--- src/hw/rtl/mi3_pkg.sv ---
`default_nettype none
package mi3_pkg;

  // Elements in one 3x3 matrix word.
  localparam int unsigned MAT_ELEMS = 9;

  // Width of an element index.
  localparam int unsigned IDX_W = 4;

  // Operand indices for the adjugate entries, in output order. Entry j
  // is m[a0]*m[b0] - m[a1]*m[b1]; step = 2*j + term.
  function automatic logic [IDX_W-1:0] op_a(input logic [4:0] step);
    logic [IDX_W-1:0] r;
    case (step)
      5'd0:  r = 4'd4;  5'd1:  r = 4'd7;
      5'd2:  r = 4'd7;  5'd3:  r = 4'd1;
      5'd4:  r = 4'd1;  5'd5:  r = 4'd4;
      5'd6:  r = 4'd6;  5'd7:  r = 4'd3;
      5'd8:  r = 4'd0;  5'd9:  r = 4'd6;
      5'd10: r = 4'd3;  5'd11: r = 4'd0;
      5'd12: r = 4'd3;  5'd13: r = 4'd6;
      5'd14: r = 4'd6;  5'd15: r = 4'd0;
      5'd16: r = 4'd0;  5'd17: r = 4'd3;
      default: r = 4'd0;
    endcase
    return r;
  endfunction

  function automatic logic [IDX_W-1:0] op_b(input logic [4:0] step);
    logic [IDX_W-1:0] r;
    case (step)
      5'd0:  r = 4'd8;  5'd1:  r = 4'd5;
      5'd2:  r = 4'd2;  5'd3:  r = 4'd8;
      5'd4:  r = 4'd5;  5'd5:  r = 4'd2;
      5'd6:  r = 4'd5;  5'd7:  r = 4'd8;
      5'd8:  r = 4'd8;  5'd9:  r = 4'd2;
      5'd10: r = 4'd2;  5'd11: r = 4'd5;
      5'd12: r = 4'd7;  5'd13: r = 4'd4;
      5'd14: r = 4'd1;  5'd15: r = 4'd7;
      5'd16: r = 4'd4;  5'd17: r = 4'd1;
      default: r = 4'd0;
    endcase
    return r;
  endfunction

endpackage
`default_nettype wire

--- src/hw/rtl/mi3_front.sv ---
`default_nettype none
// Two-entry queue of accepted matrix words.
module mi3_front #(
  parameter int unsigned W = 32
) (
  input  wire logic                                   clk,
  input  wire logic                                   rst_n,
  input  wire logic                                   push,
  input  wire logic [mi3_pkg::MAT_ELEMS-1:0][W-1:0]   push_mat,
  output logic                                        full,
  output logic                                        pop_valid,
  input  wire logic                                   pop,
  output logic [mi3_pkg::MAT_ELEMS-1:0][W-1:0]        pop_mat
);

  logic [1:0][mi3_pkg::MAT_ELEMS-1:0][W-1:0] q_r;
  logic       wp_r, rp_r;
  logic [1:0] cnt_r;

  assign full      = (cnt_r == 2'd2);
  assign pop_valid = (cnt_r != 2'd0);
  assign pop_mat   = q_r[rp_r];

  always_ff @(posedge clk) begin
    if (push) begin
      q_r[wp_r] <= push_mat;
    end
    if (!rst_n) begin
      wp_r  <= 1'b0;
      rp_r  <= 1'b0;
      cnt_r <= 2'd0;
    end else begin
      if (push) wp_r <= ~wp_r;
      if (pop) rp_r <= ~rp_r;
      cnt_r <= cnt_r + {1'b0, push} - {1'b0, pop};
    end
  end

endmodule
`default_nettype wire

--- config.mk ---
export PLATFORM = sky130hd
export DESIGN_NAME = mi3_front
export DESIGN_NICKNAME = d
export VERILOG_FILES = /design/src/hw/rtl/mi3_pkg.sv /design/src/hw/rtl/mi3_front.sv
export SDC_FILE = /design/constraint.sdc
export NUM_CORES = 1
export LEC_CHECK = 0
export BUFFER_PORTS_ARGS = -buffer_cell sky130_fd_sc_hd__buf_2
export CAP_MARGIN = 20
export CORE_AREA = 2 2 229 231
export CTS_BUF_LIST = sky130_fd_sc_hd__clkbuf_4 sky130_fd_sc_hd__clkbuf_8
export DETAILED_ROUTE_END_ITERATION = 7
export DIE_AREA = 0 0 231 233
export PLACE_DENSITY_LB_ADDON = 0.08
export SYNTH_ARGS = -nofsm -noshare
export SYNTH_HDL_FRONTEND = slang
export SYNTH_SLANG_ARGS = --single-unit
--- constraint.sdc ---
create_clock -name clk -period 16.5 [get_ports clk]
set_clock_uncertainty 0.1 [all_clocks]
set_input_delay 0.825 -clock clk [delete_from_list [all_inputs] [get_ports clk]]
set_output_delay 0.825 -clock clk [all_outputs]
set_load 0.02 [all_outputs]
## After elaboration in Yosys (flattened, before gate mapping)

Cells that the tools add are included.

- Bits in registers: 580
- Output and inout bits: 290
- Input port bits: 292
- Word-level logic and storage cells: 36

- Bitwise logic cells: 2
- Equal/unequal tests: 1
- Magnitude comparators: 3
- Multiplexer cells: 5
- Reductions and logical operators: 2
- $add $sub $neg: 2

Operator list:

| cell | number |
|---|---|
| $mux 288 | 3 |
| $bwmux 576 | 1 |
| $demux 288 s1 | 1 |
| $lt 1x2->1 const B | 2 |
| $add 2x1->2 | 1 |
| $eq 2x2->1 const B | 1 |
| $not 1->1 | 2 |
| $reduce_bool 2->1 | 1 |
| $sub 2x1->2 | 1 |
| $ge 1x1->1 const B | 1 |
| $logic_and 1x1->1 | 1 |

## Depth between registers and ports, before layout

- Depth in word-level cells: 5
- Gate-level depth with buffers: 6
- Mapped depth without buffers: 6

## Worst setup path before layout

Ideal clock, no wire load.

- Path kind: input to register
- From: input port push
- To: register wp_r
- Buffers on the path: 0
- Path slack: 2.115 ns
- Required time: 16.283 ns
- Cell stages on the path: 2
- Data arrival time: 14.168 ns
- Library setup time: 0.117 ns
- Cells stage by stage: nor2b_1 o21a_1

RTL lines:

| element | line | text |
|---|---|---|
| start: declaration | mi3_front.sv:8 | `input wire logic push,` |
| end signal: assignment | mi3_front.sv:33 | `if (push) wp_r <= ~wp_r;` |
| end: declaration | mi3_front.sv:17 | `logic wp_r, rp_r;` |

==> impl_results.md <==
- Largest net degree at the start of global routing: 172
- Hold path cells: 1
- Sw Share: 24.28%
- Part of the cycle the worst path needs: 34.75%
- CTS Buffer Depth: 3
- Critical Path RT: 15.57 ns
- P_sw: 0.8370 mW
- Fin nets: 1,867
- Synth top area share: 79.31%
- Setup crit start kind: flip-flop
- Slew Limit Fails: 0
- Setup TNS: 0 ns
- Reg2reg start: wp_r$_SDFFE_PN0P_
- Antenna Violating Nets Remaining: 0
- Vias: 10,960
- Die X: 231 um
- Final worst slack: 10.77 ns
- Critical path startpoint: rp_r$_SDFFE_PN0P_
- Crit path buffers/inverters: 4
- Post-placement worst setup slack: 11.39 ns
- Hold endpoint: q_r[275]$_DFFE_PP_
- Leakage power: 10.73 nW
- Vias in the first global route: 11,560
- Worst EP arrival: 4.81 ns
- Clk sinks: 580
- Sequential area share after synthesis: 79.68%
- Synth warnings: 0
- CP max-delay cell: buf_4
- Mapped Nets: 1,209
- Iter 0 DRT Violations: 549
- Gr ovfl total: 0
- Final setup violation count: 0
- CTS hold repair buffers: 0
- Wirelength, routed: 51,510 um
- Layout cells sized above 1: 62.86%
- Global-route usage over all layers: 18.50%
- Reg2Reg Setup Slack: 13.48 ns
- Largest cells by area after synthesis: edfxtp_1 79%, mux2_4 14%, mux2_2 4.5%, buf_6 1.3%, dfxtp_1 0.37%
- Initial DRT Pass Iterations: 4
- Syn Area/Cell: 23.83 um^2
- Worst-Skew Late Latency: 0.65 ns
- CP max FO: 133
- Area post-placement: 0.02537 mm^2
- Layout area overhead: 25.65%
- Largest stage delay, worst path: 0.99 ns
- Mapped Cells: 915
- CTS tree: built
- Status: completed
- Crit path max-delay family: buffers and inverters
- DRC viols: 0
- Post-synthesis cell type count: 14
- Stages on worst setup path: 5
- Post-layout instance area: 0.02740 mm^2
- Pwr/cell area: 125.8 mW/mm^2
- First-pass GRT wire length: 71,980 um
- Crit Path Class: reg2out
- Fmax: 0.1744 GHz
- Die area: 0.05382 mm^2
- CP endpoint kind: primary output
- Die height: 233 um
- CTS root buf: clkbuf_8
- Wire length per cell: 21.88 um
- Internal: 2.610 mW
- DR vias/cell: 4.656
- Register-to-Register Path Depth: 3
- Row count: 83
- Syn Std Cell Area: 0.02181 mm^2
- DP Wirelength: 35,420 um
- Most used cell, CP: buf_4
- Total design power: 3.447 mW
- Post-CTS Repair Setup Buffers: 0
- CP cell instances: buf_12 > buf_4 > buf_4 > mux2_4 > buf_2
- Starting Density: 42.68%
- Slew @ Worst Pin: 1.148 ns
- Hold Fails Final Rpt: 0
- Reg2reg end: q_r[417]$_DFFE_PP_
- FF+latch count, synth: 580
- Max rail drop VDD: 75.27 uV
- Hold_sp: push_mat[275]
- Logic pwr share: 12.6%
- # port buffers: 581
- Clk slew on worst S/H paths: 0.06 ns
- Ports: 582
- Clock power share: 37.3%
- RSZ-0062 raised after global routing: false
- Initial antenna violation count: 35
- Fin crit period: 5.734 ns
- Slew Limit Headroom: 23.48%
- Max Cap Violations: 0
- Hold Crit Class: in2reg
- CTS buffer count: 98
- Core area: 0.05109 mm^2
- Cts repair resizes: 0
- Post-synth top area cell: edfxtp_1
- H-tree depth: 3
- GPL Wtd Cong: 0.8025
- Reg power frac: 50.2%
-- registers in the layout, indices dropped and copies added (netlist names) --
| name | flops |
|---|---|
| cnt_r | 2 |
| q_r | 576 |
| rp_r | 1 |
| wp_r | 1 |
-- cell usage after synthesis (all sizes together) --
library cell and n:
mux2 288, inv 2, xor2 1, dfxtp 4, edfxtp 576, or2 1
o21a 1, xnor3 1, buf 32, ha 2, and2 3, nor2b 4
-- metrics by stage --
| stage | std cells | util [%] | hold slack (ns) |
|---|---|---|---|
| 2_1_floorplan | 915 | - | 0.4584 |
| 3_3_place_gp | 2153 | 49.65 | 0.5355 |
| 3_5_place_dp | 2153 | 49.65 | 0.5534 |
| 4_1_cts | 2336 | 53.54 | 0.1480 |
| 5_1_grt | 2349 | 53.61 | 0.1733 |
| 6_report | 2354 | 53.63 | 0.2297 |
-- power groups by stage --
stage	clock network [mW]	registers [mW]	logic, mW
after floorplan	0	1.78	0.290
after global routing	1.40	1.74	0.459
final	1.28	1.73	0.433
after CTS	1.33	1.73	0.441
after global placement	0	1.76	0.437
after detailed placement	0	1.76	0.440
-- area by class of cell --
type                    instances  area (um^2)
multi-input cells             301         4118
flip-flops and latches        580        17380
repair buffers                590         3013
diodes                         18        45.04
well taps                     680        850.8
clock inverters                58        430.4
inverters                       2        7.507
fillers                      4272        23690
clock buffers                 125         1558
-- per-layer routing --
layer	routed length, um	global-route usage [%]
met1	18590	19.71
met2	26160	30.96
met3	4951	8.370
met4	1614	9.496
met5	201	0
-- how the worst max path moves through the flow --
stage,to
2_1_floorplan,wp_r$_SDFFE_PN0P_
3_3_place_gp,pop_mat[94]
3_5_place_dp,pop_mat[91]
4_1_cts,pop_mat[91]
5_1_grt,pop_mat[128]
6_report,pop_mat[91]
-- cells in the final DEF, fill, tap and decap left out --
master,synthesis,final
clkinv_1,0,24
clkbuf_8,0,99
mux2_4,200,200
edfxtp_1,576,576
ha_1,2,2
and2_1,3,2
inv_6,0,2
buf_4,0,6
dfxtp_1,4,3
bufinv_16,0,6
nor2b_1,4,3
buf_12,0,3
inv_1,2,2
xnor3_1,1,1
buf_2,7,581
and2_4,0,1
xor2_1,1,1
dfxtp_4,0,1
clkinvlp_4,0,5
mux2_2,88,88
diode_2,0,18
o21a_1,1,1
clkinv_2,0,21
clkbuf_4,0,26
nor2b_4,0,1
or2_2,1,1
-- cells by family after synthesis --
kind of cell    count (synthesis)  synth area share (%)
mux                           288                 18.31
buf+inv                        34                 1.486
compound gates                  1               0.03444
simple gates                    8                0.2295
xor+xnor                        2                0.1434
flops                         580                 79.68
fa+ha+maj                       2                0.1147
No activity file was read; power rests on OpenSTA's default activity.
